[config.mk]
export PLATFORM = sky130hd
export DESIGN_NAME = lux_from_two_channel_counts
export DESIGN_NICKNAME = d
export VERILOG_FILES = /design/src/rtl/core/lfc_pkg.sv /design/src/rtl/core/lfc_divider.sv /design/src/rtl/core/lfc_segment.sv /design/src/rtl/core/lfc_scale.sv /design/src/rtl/core/lux_from_two_channel_counts.sv
export VERILOG_INCLUDE_DIRS = /design/src /design/src/rtl/core
export SDC_FILE = /design/constraint.sdc
export NUM_CORES = 2
export LEC_CHECK = 0
export BUFFER_PORTS_ARGS = -buffer_cell sky130_fd_sc_hd__clkbuf_2
export CORE_ASPECT_RATIO = 1.5
export CORE_UTILIZATION = 52
export DETAILED_ROUTE_END_ITERATION = 16
export GPL_TIMING_DRIVEN = 1
export PLACE_DENSITY = 0.67
export SLEW_MARGIN = 20
export SYNTH_ARGS = -nofsm -noshare
export SYNTH_HDL_FRONTEND = slang
export SYNTH_SLANG_ARGS = --single-unit
export TNS_END_PERCENT = 5
[constraint.sdc]
create_clock -name aclk -period 81.8 [get_ports aclk]
set_input_delay 12.27 -clock aclk [delete_from_list [all_inputs] [get_ports aclk]]
set_output_delay 12.27 -clock aclk [all_outputs]
set_load 0.02 [all_outputs]
[src/rtl/core/lux_from_two_channel_counts_defines.svh]
// ----------------------------------------------------------------------------
// Lux from two channel counts: assertion macros
// Shared concurrent assertion forms, clocked on aclk, off during reset.
// ----------------------------------------------------------------------------
`ifndef LUX_FROM_TWO_CHANNEL_COUNTS_DEFINES_SVH
`define LUX_FROM_TWO_CHANNEL_COUNTS_DEFINES_SVH

// same-cycle implication
`define LFC_ASSERT_IMPLY(name, ante, cons, msg) \
    name: assert property (@(posedge aclk) disable iff (!aresetn) (ante) |-> (cons)) \
        else $error(msg);

// next-cycle implication
`define LFC_ASSERT_NEXT(name, ante, cons, msg) \
    name: assert property (@(posedge aclk) disable iff (!aresetn) (ante) |=> (cons)) \
        else $error(msg);

`endif

[src/rtl/core/lfc_pkg.sv]
// ----------------------------------------------------------------------------
// Lux from two channel counts: package
// Widths, segment tables and pipeline payload types.
// ----------------------------------------------------------------------------
package lfc_pkg;

    localparam int COUNT_WIDTH     = 16;
    localparam int RATIO_FRAC_BITS = 9;
    localparam int LUX_FRAC_BITS   = 14;
    localparam int BREAK_FRAC_BITS = 9;

    localparam int IN_W    = 16;
    localparam int LUX_W   = 12;
    localparam int DIV_W   = COUNT_WIDTH + RATIO_FRAC_BITS + 1;
    localparam int BRK_W   = 10;
    localparam int COEF_W  = 10;
    localparam int SEG_N   = 8;
    localparam int SEG_W   = 3;
    localparam int CMP_W   = DIV_W + BREAK_FRAC_BITS + BRK_W + RATIO_FRAC_BITS;
    localparam int PROD_W  = COUNT_WIDTH + COEF_W;
    localparam int ACC_W   = PROD_W + 1;

    localparam int PIPE_DEPTH = DIV_W + 3;
    localparam int CNT_W      = $clog2(PIPE_DEPTH + 1);
    localparam logic [CNT_W-1:0] PIPE_DEPTH_CNT = CNT_W'(PIPE_DEPTH);

    localparam logic [LUX_W-1:0] LUX_MAX  = {LUX_W{1'b1}};
    localparam logic [ACC_W-1:0] LUX_HALF = ACC_W'(1) << (LUX_FRAC_BITS - 1);
    localparam logic [ACC_W-1:0] LUX_CAP  = ACC_W'(LUX_MAX);

    localparam logic [BRK_W-1:0]  K1T = 10'h040;
    localparam logic [COEF_W-1:0] B1T = 10'h1f2;
    localparam logic [COEF_W-1:0] M1T = 10'h1be;
    localparam logic [BRK_W-1:0]  K2T = 10'h080;
    localparam logic [COEF_W-1:0] B2T = 10'h214;
    localparam logic [COEF_W-1:0] M2T = 10'h2d1;
    localparam logic [BRK_W-1:0]  K3T = 10'h0c0;
    localparam logic [COEF_W-1:0] B3T = 10'h23f;
    localparam logic [COEF_W-1:0] M3T = 10'h37b;
    localparam logic [BRK_W-1:0]  K4T = 10'h100;
    localparam logic [COEF_W-1:0] B4T = 10'h270;
    localparam logic [COEF_W-1:0] M4T = 10'h3fe;
    localparam logic [BRK_W-1:0]  K5T = 10'h138;
    localparam logic [COEF_W-1:0] B5T = 10'h16f;
    localparam logic [COEF_W-1:0] M5T = 10'h1fc;
    localparam logic [BRK_W-1:0]  K6T = 10'h19a;
    localparam logic [COEF_W-1:0] B6T = 10'h0d2;
    localparam logic [COEF_W-1:0] M6T = 10'h0fb;
    localparam logic [BRK_W-1:0]  K7T = 10'h29a;
    localparam logic [COEF_W-1:0] B7T = 10'h018;
    localparam logic [COEF_W-1:0] M7T = 10'h012;
    localparam logic [BRK_W-1:0]  K8T = 10'h29a;
    localparam logic [COEF_W-1:0] B8T = 10'h000;
    localparam logic [COEF_W-1:0] M8T = 10'h000;

    localparam logic [BRK_W-1:0] SEG_BREAK [SEG_N] =
        '{K1T, K2T, K3T, K4T, K5T, K6T, K7T, K8T};
    localparam logic [COEF_W-1:0] SEG_B [SEG_N] =
        '{B1T, B2T, B3T, B4T, B5T, B6T, B7T, B8T};
    localparam logic [COEF_W-1:0] SEG_M [SEG_N] =
        '{M1T, M2T, M3T, M4T, M5T, M6T, M7T, M8T};

    typedef struct packed {
        logic [COUNT_WIDTH-1:0] bb;
        logic [COUNT_WIDTH-1:0] ir;
        logic [COUNT_WIDTH:0]   rem;
        logic [DIV_W-1:0]       dsh;
    } lfc_div_t;

    typedef struct packed {
        logic [COUNT_WIDTH-1:0] bb;
        logic [COUNT_WIDTH-1:0] ir;
        logic [SEG_W-1:0]       seg;
    } lfc_seg_t;

    typedef struct packed {
        logic [PROD_W-1:0] pb;
        logic [PROD_W-1:0] pm;
    } lfc_prod_t;

    // first breakpoint at or above the ratio wins; past the last, final segment
    function automatic logic [SEG_W-1:0] seg_select(input logic [DIV_W-1:0] ratio);
        logic [CMP_W-1:0] lhs;
        logic [CMP_W-1:0] rhs;
        logic [SEG_W-1:0] seg;
        seg = SEG_W'(SEG_N - 1);
        lhs = CMP_W'(ratio) << BREAK_FRAC_BITS;
        for (int i = SEG_N - 2; i >= 0; i--) begin
            rhs = CMP_W'(SEG_BREAK[i]) << RATIO_FRAC_BITS;
            if (lhs <= rhs) begin
                seg = SEG_W'(i);
            end
        end
        return seg;
    endfunction

endpackage

[src/rtl/core/lfc_divider.sv]
// ----------------------------------------------------------------------------
// Lux from two channel counts: ratio divider
// Pipelined restoring divider, one quotient bit per stage, counts ride along.
// ----------------------------------------------------------------------------
`include "lux_from_two_channel_counts_defines.svh"

module lfc_divider (
    input  logic              aclk,
    input  logic              aresetn,
    input  logic              advance,
    input  logic              in_valid,
    input  lfc_pkg::lfc_div_t in_data,
    output logic              out_valid,
    output lfc_pkg::lfc_div_t out_data
);

    function automatic lfc_pkg::lfc_div_t div_step(input lfc_pkg::lfc_div_t cur);
        lfc_pkg::lfc_div_t              nxt;
        logic [lfc_pkg::COUNT_WIDTH:0]  rem_sh;
        logic                           take;
        nxt    = cur;
        rem_sh = {cur.rem[lfc_pkg::COUNT_WIDTH-1:0], cur.dsh[lfc_pkg::DIV_W-1]};
        take   = (rem_sh >= {1'b0, cur.bb});
        nxt.rem = take ? (rem_sh - {1'b0, cur.bb}) : rem_sh;
        nxt.dsh = {cur.dsh[lfc_pkg::DIV_W-2:0], take};
        return nxt;
    endfunction

    logic [lfc_pkg::DIV_W-1:0] vld_reg;
    lfc_pkg::lfc_div_t         stage_reg [lfc_pkg::DIV_W];

    for (genvar k = 0; k < lfc_pkg::DIV_W; k++) begin : g_step
        lfc_pkg::lfc_div_t stage_next;
        logic              vld_next;

        if (k == 0) begin : g_first
            assign stage_next = div_step(in_data);
            assign vld_next   = in_valid;
        end else begin : g_rest
            assign stage_next = div_step(stage_reg[k-1]);
            assign vld_next   = vld_reg[k-1];
        end

        always_ff @(posedge aclk) begin
            if (!aresetn) begin
                vld_reg[k] <= 1'b0;
            end else if (advance) begin
                vld_reg[k] <= vld_next;
            end
        end

        always_ff @(posedge aclk) begin
            if (advance) begin
                stage_reg[k] <= stage_next;
            end
        end
    end

    assign out_valid = vld_reg[lfc_pkg::DIV_W-1];
    assign out_data  = stage_reg[lfc_pkg::DIV_W-1];

    `LFC_ASSERT_IMPLY(a_div_rem_below_divisor, out_valid && (out_data.bb != '0), out_data.rem < {1'b0, out_data.bb}, "divider remainder not below divisor")

endmodule

[src/rtl/core/lfc_segment.sv]
// ----------------------------------------------------------------------------
// Lux from two channel counts: segment select
// Rounds the quotient to the ratio and picks the slope/offset segment.
// ----------------------------------------------------------------------------
module lfc_segment (
    input  logic              aclk,
    input  logic              aresetn,
    input  logic              advance,
    input  logic              in_valid,
    input  lfc_pkg::lfc_div_t in_data,
    output logic              out_valid,
    output lfc_pkg::lfc_seg_t out_data
);

    logic [lfc_pkg::DIV_W:0]   sum;
    logic [lfc_pkg::DIV_W-1:0] ratio;
    logic                      vld_reg;
    lfc_pkg::lfc_seg_t         seg_reg;
    lfc_pkg::lfc_seg_t         seg_next;

    always_comb begin
        sum   = {1'b0, in_data.dsh} + {{lfc_pkg::DIV_W{1'b0}}, 1'b1};
        ratio = (in_data.bb == '0) ? '0 : sum[lfc_pkg::DIV_W:1];
        seg_next.bb  = in_data.bb;
        seg_next.ir  = in_data.ir;
        seg_next.seg = lfc_pkg::seg_select(ratio);
    end

    always_ff @(posedge aclk) begin
        if (!aresetn) begin
            vld_reg <= 1'b0;
        end else if (advance) begin
            vld_reg <= in_valid;
        end
    end

    always_ff @(posedge aclk) begin
        if (advance) begin
            seg_reg <= seg_next;
        end
    end

    assign out_valid = vld_reg;
    assign out_data  = seg_reg;

endmodule

[src/rtl/core/lfc_scale.sv]
// ----------------------------------------------------------------------------
// Lux from two channel counts: scale and round
// Multiplies counts by segment coefficients, clamps, rounds, saturates.
// ----------------------------------------------------------------------------
`include "lux_from_two_channel_counts_defines.svh"

module lfc_scale (
    input  logic                       aclk,
    input  logic                       aresetn,
    input  logic                       advance,
    input  logic                       in_valid,
    input  lfc_pkg::lfc_seg_t          in_data,
    output logic                       out_valid,
    output logic [lfc_pkg::LUX_W-1:0]  out_lux
);

    logic [lfc_pkg::COEF_W-1:0] coef_b;
    logic [lfc_pkg::COEF_W-1:0] coef_m;
    lfc_pkg::lfc_prod_t         prod_next;
    lfc_pkg::lfc_prod_t         prod_reg;
    logic                       prod_vld_reg;

    logic [lfc_pkg::PROD_W-1:0] diff;
    logic [lfc_pkg::ACC_W-1:0]  acc;
    logic [lfc_pkg::ACC_W-1:0]  shifted;
    logic [lfc_pkg::LUX_W-1:0]  lux_next;
    logic [lfc_pkg::LUX_W-1:0]  lux_reg;
    logic                       lux_vld_reg;

    always_comb begin
        coef_b = lfc_pkg::SEG_B[in_data.seg];
        coef_m = lfc_pkg::SEG_M[in_data.seg];
        prod_next.pb = {{lfc_pkg::COEF_W{1'b0}}, in_data.bb}
                     * {{lfc_pkg::COUNT_WIDTH{1'b0}}, coef_b};
        prod_next.pm = {{lfc_pkg::COEF_W{1'b0}}, in_data.ir}
                     * {{lfc_pkg::COUNT_WIDTH{1'b0}}, coef_m};
    end

    always_comb begin
        diff    = (prod_reg.pb >= prod_reg.pm) ? (prod_reg.pb - prod_reg.pm) : '0;
        acc     = {1'b0, diff} + lfc_pkg::LUX_HALF;
        shifted = acc >> lfc_pkg::LUX_FRAC_BITS;
        lux_next = (shifted > lfc_pkg::LUX_CAP) ? lfc_pkg::LUX_MAX
                                                : shifted[lfc_pkg::LUX_W-1:0];
    end

    always_ff @(posedge aclk) begin
        if (!aresetn) begin
            prod_vld_reg <= 1'b0;
            lux_vld_reg  <= 1'b0;
        end else if (advance) begin
            prod_vld_reg <= in_valid;
            lux_vld_reg  <= prod_vld_reg;
        end
    end

    always_ff @(posedge aclk) begin
        if (advance) begin
            prod_reg <= prod_next;
            lux_reg  <= lux_next;
        end
    end

    assign out_valid = lux_vld_reg;
    assign out_lux   = lux_reg;

    `LFC_ASSERT_NEXT(a_scale_clamp_zero, advance && prod_vld_reg && (prod_reg.pm > prod_reg.pb), lux_reg == '0, "negative difference not clamped to zero")

endmodule

[src/rtl/core/lux_from_two_channel_counts.sv]
// ----------------------------------------------------------------------------
// Lux from two channel counts: top level
// Count pair to lux through divider, segment select and scale pipeline.
// ----------------------------------------------------------------------------
//  channel  direction  handshake           payload
//  s_       in         s_valid / s_ready   s_broadband_count[15:0], s_infrared_count[15:0]
//  m_       out        m_valid / m_ready   m_lux[11:0]
//
//  One transaction accepted per cycle unless stalled; 26 divider stages
//  (one quotient bit each), one segment stage, multiply stage, output register.
//  Reset clears the stage valid bits and the in-flight counter only.
//  A stall at m_ held by m_ready low freezes every stage; s_ready drops with it.
// ----------------------------------------------------------------------------
`include "lux_from_two_channel_counts_defines.svh"

module lux_from_two_channel_counts (
    input  logic                       aclk,
    input  logic                       aresetn,
    input  logic                       s_valid,
    output logic                       s_ready,
    input  logic [lfc_pkg::IN_W-1:0]   s_broadband_count,
    input  logic [lfc_pkg::IN_W-1:0]   s_infrared_count,
    output logic                       m_valid,
    input  logic                       m_ready,
    output logic [lfc_pkg::LUX_W-1:0]  m_lux
);

    logic              advance;
    lfc_pkg::lfc_div_t div_in;
    logic              div_vld;
    lfc_pkg::lfc_div_t div_out;
    logic              seg_vld;
    lfc_pkg::lfc_seg_t seg_out;

    logic [lfc_pkg::CNT_W-1:0] inflight_reg;
    logic [lfc_pkg::CNT_W-1:0] inflight_next;

    assign advance = !m_valid || m_ready;
    assign s_ready = advance;

    always_comb begin
        div_in.bb  = s_broadband_count[lfc_pkg::COUNT_WIDTH-1:0];
        div_in.ir  = s_infrared_count[lfc_pkg::COUNT_WIDTH-1:0];
        div_in.rem = '0;
        div_in.dsh = {s_infrared_count[lfc_pkg::COUNT_WIDTH-1:0],
                      {(lfc_pkg::RATIO_FRAC_BITS + 1){1'b0}}};
    end

    lfc_divider u_divider (
        .aclk      (aclk),
        .aresetn   (aresetn),
        .advance   (advance),
        .in_valid  (s_valid),
        .in_data   (div_in),
        .out_valid (div_vld),
        .out_data  (div_out)
    );

    lfc_segment u_segment (
        .aclk      (aclk),
        .aresetn   (aresetn),
        .advance   (advance),
        .in_valid  (div_vld),
        .in_data   (div_out),
        .out_valid (seg_vld),
        .out_data  (seg_out)
    );

    lfc_scale u_scale (
        .aclk      (aclk),
        .aresetn   (aresetn),
        .advance   (advance),
        .in_valid  (seg_vld),
        .in_data   (seg_out),
        .out_valid (m_valid),
        .out_lux   (m_lux)
    );

    always_comb begin
        inflight_next = inflight_reg;
        if (s_valid && s_ready) begin
            inflight_next = inflight_next + lfc_pkg::CNT_W'(1);
        end
        if (m_valid && m_ready) begin
            inflight_next = inflight_next - lfc_pkg::CNT_W'(1);
        end
    end

    always_ff @(posedge aclk) begin
        if (!aresetn) begin
            inflight_reg <= '0;
        end else begin
            inflight_reg <= inflight_next;
        end
    end

    `LFC_ASSERT_IMPLY(a_inflight_bound, 1'b1, inflight_reg <= lfc_pkg::PIPE_DEPTH_CNT, "more transactions in flight than pipeline stages")
    `LFC_ASSERT_IMPLY(a_out_has_source, m_valid, inflight_reg != '0, "result presented with no transaction in flight")

endmodule
Word-level counts from Yosys, hierarchy flattened
Memories as Yosys holds them, arrays and structs flattened.
Index checks and enable logic that the tools add are counted.

storage, ports and cells
  flip-flop bits (word level) = 128
  bits in writable memories = 1950
  ROM bits = 160
  input port bits = 36
  output and inout bits = 14
  logic and storage cells = 153
  memories kept = 3

operators by class
  add/subtract/negate cells = 29
  multipliers = 2
  order comparisons = 36
  multiplexer cells = 40
  bitwise operators = 1
  reductions and logical operators = 5

memories
  memory               words  bits a word  rd ports  clocked after Yosys merged registers in  write ports  line               RTL
  u_divider.stage_reg  26     75           26        0                                        26           lfc_divider.sv:30  lfc_pkg::lfc_div_t stage_reg [lfc_pkg::DIV_W];
  (no name shown)      8      10           1         0                                        0            lfc_scale.sv:31    coef_b = lfc_pkg::SEG_B[in_data.seg];
  (no name shown)      8      10           1         0                                        0            lfc_scale.sv:32    coef_m = lfc_pkg::SEG_M[in_data.seg];

operators by type and width
  cell                    number
  $mux 17                 26
  $ge 17x16->1            25
  $sub 17x16->17          25
  $le 35x18->1 const B    3
  $le 35x17->1 const B    2
  $mul 16x10->26          2
  $mux 26                 2
  $mux 10                 4
  $le 35x16->1 const B    1
  $le 35x19->1 const B    1
  $add 26x1->27 const B   1
  $add 26x14->27 const B  1
  $ge 26x26->1            1
  $sub 26x26->26          1
  $sub 1x16->17           1
  $ge 1x16->1             1
  $logic_not 16->1        1
  $gt 13x12->1 const B    1
  $mux 3                  2
  $ge 4x4->1 const B      1
  $mux 1                  4
  $mux 2                  2
  $not 3->4               1
  $reduce_or 4->1         1
  3 further kinds         3

Depth between registers and ports, before layout
An unclocked memory read counts as a cell.

  depth after elaboration = 10
  mapped depth = 28
  mapped depth without buffers = 27

Cells and area by module
From an unflattened synthesis, not the netlist that was laid out.

unflattened totals
  cells, all modules = 7412
  area, all modules = 100421.3 µm²

modules (own cells, without submodules)
  module                       instances  cells an instance  area each (µm²)  sequential area each (µm²)
  lfc_divider                  1          5706               84355.9          58325.9
  lfc_scale                    1          1527               14026.0          1961.9
  lfc_segment                  1          177                2029.4           1071.0
  lux_from_two_channel_counts  1          2                  10.0             0.0

Worst setup path before layout
Ideal clock, no wire load.

  path kind = input-to-output
  start point = input port m_ready
  end point = output port s_ready
  arrival = 58.101 ns
  required time = 69.530 ns
  slack = 11.429 ns
  stages = 3
  buffers on the path = 1
  cells stage by stage = nor2b_1 inv_1 clkbuf_1

on the way
  cells in the longest elaborated chain, start to end = 1

RTL lines
  what              line                               RTL
  from (decl)       lux_from_two_channel_counts.sv:24  input logic m_ready,
  $logic_or 1x1->1  lux_from_two_channel_counts.sv:38  assign advance = !m_valid || m_ready;
  to (decl)         lux_from_two_channel_counts.sv:20  output logic s_ready,

No other way between the ends.

Worst setup path in the final report
Ends and elaborated chain as after synthesis.

==> qor.yml <==
run_status:
  status: "finished, final reports clean"
cts:
  cts.sinks: 1711
  clk_pin_slew_ns: 0.06
  cts_tree: "done"
  holdBufCountCts: 0
  h-tree-depth: 4
  worstSkewPairLatency_ns: 0.82
  root_buffer: "clkbuf_16"
  cts_setup_buffers: 0
  cts_buffers: 158
  clock_path_buffers: 3
  cts-resized-gates: 0
sta:
  relSlewSlack_pct: 29.5
  final_max_slew_viol_count: 0
  timing.fmax_mhz: 38.9
  fin_crit_sh_pct: 31.4
  finalHoldViolCount: 0
  final.setup.tns_ns: 0
  worst_pin_slew_ns: 1.06
  setup_viol: 0
  finalClockSkew_ns: 0.0377
  min_period_ns: 25.69
  rsz0062_at_grt: "false"
floorplan:
  row_count: 182
  die_h_um: 501
  core_area_um2: 164000
  die_w_um: 334
  die_area_um2: 167000
  ios: 50
  start_util_pct: 52.5
critical_path:
  cp_common_cell: "clkbuf_2"
  cp.required_ns: 69.53
  cp.arrival_ns: 13.42
  slowest_stage: "inv_8"
  max_stage_delay_ns: 0.37
  path_cells: "clkbuf_2, nor2b_2, buf_4, inv_8, clkbuf_2"
  cp_max_fo: 58
  startpoint_type: "primary input"
  critPathKind: "primary input to output port"
  crit_path_end_kind: "output port"
synth:
  postSynthCellCount: 6628
  syn_avg_cell_area_um2: 13.0
  synth_warnings: 0
  async_reset_ff_share_pct: 0
  yosysTopAreaCell: "edfxtp_1"
  yosysTopAreaCellShare_pct: 58.6
  yosysSeqAreaShare_pct: 59.3
  synth_enable_flop_cells: 1682
  synth_nets: 7465
  yosys.cell_types.count: 85
  synthTopCellsByArea: "edfxtp_1, ha_1, fa_1, inv_1, mux2_2"
  ys_seq_elements: 1711
  synth_area_um2: 86200
  synth_top_flop_cell: "edfxtp_1"
grt:
  grt_max_degree: 175
  grt_pass1_vias: 52100
  overflow: 0
  grt_first_pass_wirelength_um: 269000
  grt_use_total_pct: 20.8
  antenna_found_initial: 1
placement:
  gp_congestion: 0.888
  dpl_cell_area_um2: 89200
  port_buffers: 49
  hpwl_um: 128000
route:
  drt_pass1_iterations: 5
  drt-initial-drc-count: 2389
  drc: 0
  vias: 49600
  wire_per_inst_um: 18.8
  wl_um: 171000
  postRouteAntennaNets: 0
  drt-vias-per-instance: 5.44
power:
  leakage_nw: 40.7
  cellPowerDensity_nw_per_um2: 30.7
  vdd_drop_max_mv: 0.0184
flow_run:
  drv_cap: 0
layout:
  syn_to_final_growth_pct: 9.51
  nFillCells: 13000
  layout-drive-gt1-share_pct: 8.53
  largest_register_ffs: 1583
  final_nets: 7610
  final_cell_area_um2: 94400
hold_path:
  hold_path_class: "register to register"
worst paths after layout:
path | startpoint | end | slack [ns] | cells past startpoint
worst max-delay path | m_ready | s_ready | 56.11 | 5
worst min-delay path | u_divider.stage_reg[1][573]$_DFFE_PP_ | u_divider.stage_reg[1][648]$_DFFE_PP_ | 0.39 | 0
worst max register to register | u_segment.out_data[0]$_SDFFCE_PP0P_ | u_scale.prod_reg[20]$_DFFE_PP_ | 74.01 | 25
worst min register to register | u_divider.stage_reg[1][573]$_DFFE_PP_ | u_divider.stage_reg[1][648]$_DFFE_PP_ | 0.39 | 0
layout by cell type, fill, tap and decap left out, types with 46 or more instances in the layout:
| master | instances |
|---|---|
| edfxtp_1 | 1682 |
| inv_1 | 836 |
| ha_1 | 557 |
| nand2_1 | 430 |
| nor2_1 | 389 |
| a21oi_1 | 253 |
| fa_1 | 244 |
| o21ai_0 | 239 |
| mux2_2 | 208 |
| xnor2_1 | 197 |
| and2_1 | 189 |
| clkbuf_16 | 159 |
| nand3_1 | 153 |
| o21a_1 | 118 |
| nor3_1 | 105 |
| a21o_1 | 100 |
| xor2_1 | 94 |
| nor2b_1 | 81 |
| a21boi_0 | 70 |
| nand4_1 | 50 |
| nand2b_1 | 49 |
| clkbuf_2 | 49 |
| buf_4 | 46 |
critical path: cells and delay by family:
kind                   cells  cell delay [ns]
and+or+nand+nor            1             0.03
buffers and inverters      4             1.02
metrics by stage:
step | total power, mW | utilization (%) | hold WS [ns] | instances | setup WS (ns)
2_1_floorplan | 1.91 | - | 0.400 | 6628 | 11.43
3_3_place_gp | 2.15 | 54.3 | 0.400 | 8821 | 56.06
3_5_place_dp | 2.18 | 54.3 | 0.405 | 8821 | 56.08
4_1_cts | 2.93 | 57.5 | 0.395 | 9110 | 56.08
5_1_grt | 3.07 | 57.5 | 0.407 | 9111 | 56.03
6_report | 2.90 | 57.5 | 0.395 | 9111 | 56.11
logic make-up after synthesis:
group / share of synthesized area [%]
flip-flops: 59.3
AND/OR/NAND/NOR: 8.59
AO/OA/AOI/OAI: 8.04
buffers and inverters: 4.20
adder cells (fa/ha/maj): 13.8
XOR/XNOR: 2.96
multiplexers: 3.18
layout make-up:
class | count | area (um2) | share of cell area [%]
Timing Repair Buffer | 98 | 633 | 0.671
Clock inverter | 109 | 1160 | 1.23
Multi-Input combinational cell | 3967 | 31500 | 33.4
Sequential cell | 1711 | 51100 | 54.1
Clock buffer | 180 | 4060 | 4.30
Tap cell | 2208 | 2760 | 2.93
Inverter | 837 | 3150 | 3.34
Antenna cell | 1 | 2.50 | 0.00265
metal layers:
layer	up-vias	wire, um	track usage (%)
met5	-	0	0
met4	0	13200	15.0
met3	499	4240	2.70
met2	877	97900	41.5
met1	24400	56000	18.6
li1	23900	-	-
synthesized netlist by cell type, types with 100 or more instances:
cell type and instances:
edfxtp_1 1682, inv_1 837, ha_1 557, nand2_1 430, nor2_1 390, a21oi_1 256, fa_1 244, o21ai_0 241
mux2_2 208, xnor2_1 197, and2_1 189, nand3_1 153, o21a_1 118, nor3_1 105, a21o_1 100
power breakdown:
part | total [mW] | switching [mW] | internal, mW
sequential | 1.21 | 0.0688 | 1.14
combinational | 0.953 | 0.543 | 0.410
clock | 0.737 | 0.327 | 0.410
total | 2.90 | 0.939 | 1.96
(Power assumes the default switching activity.)
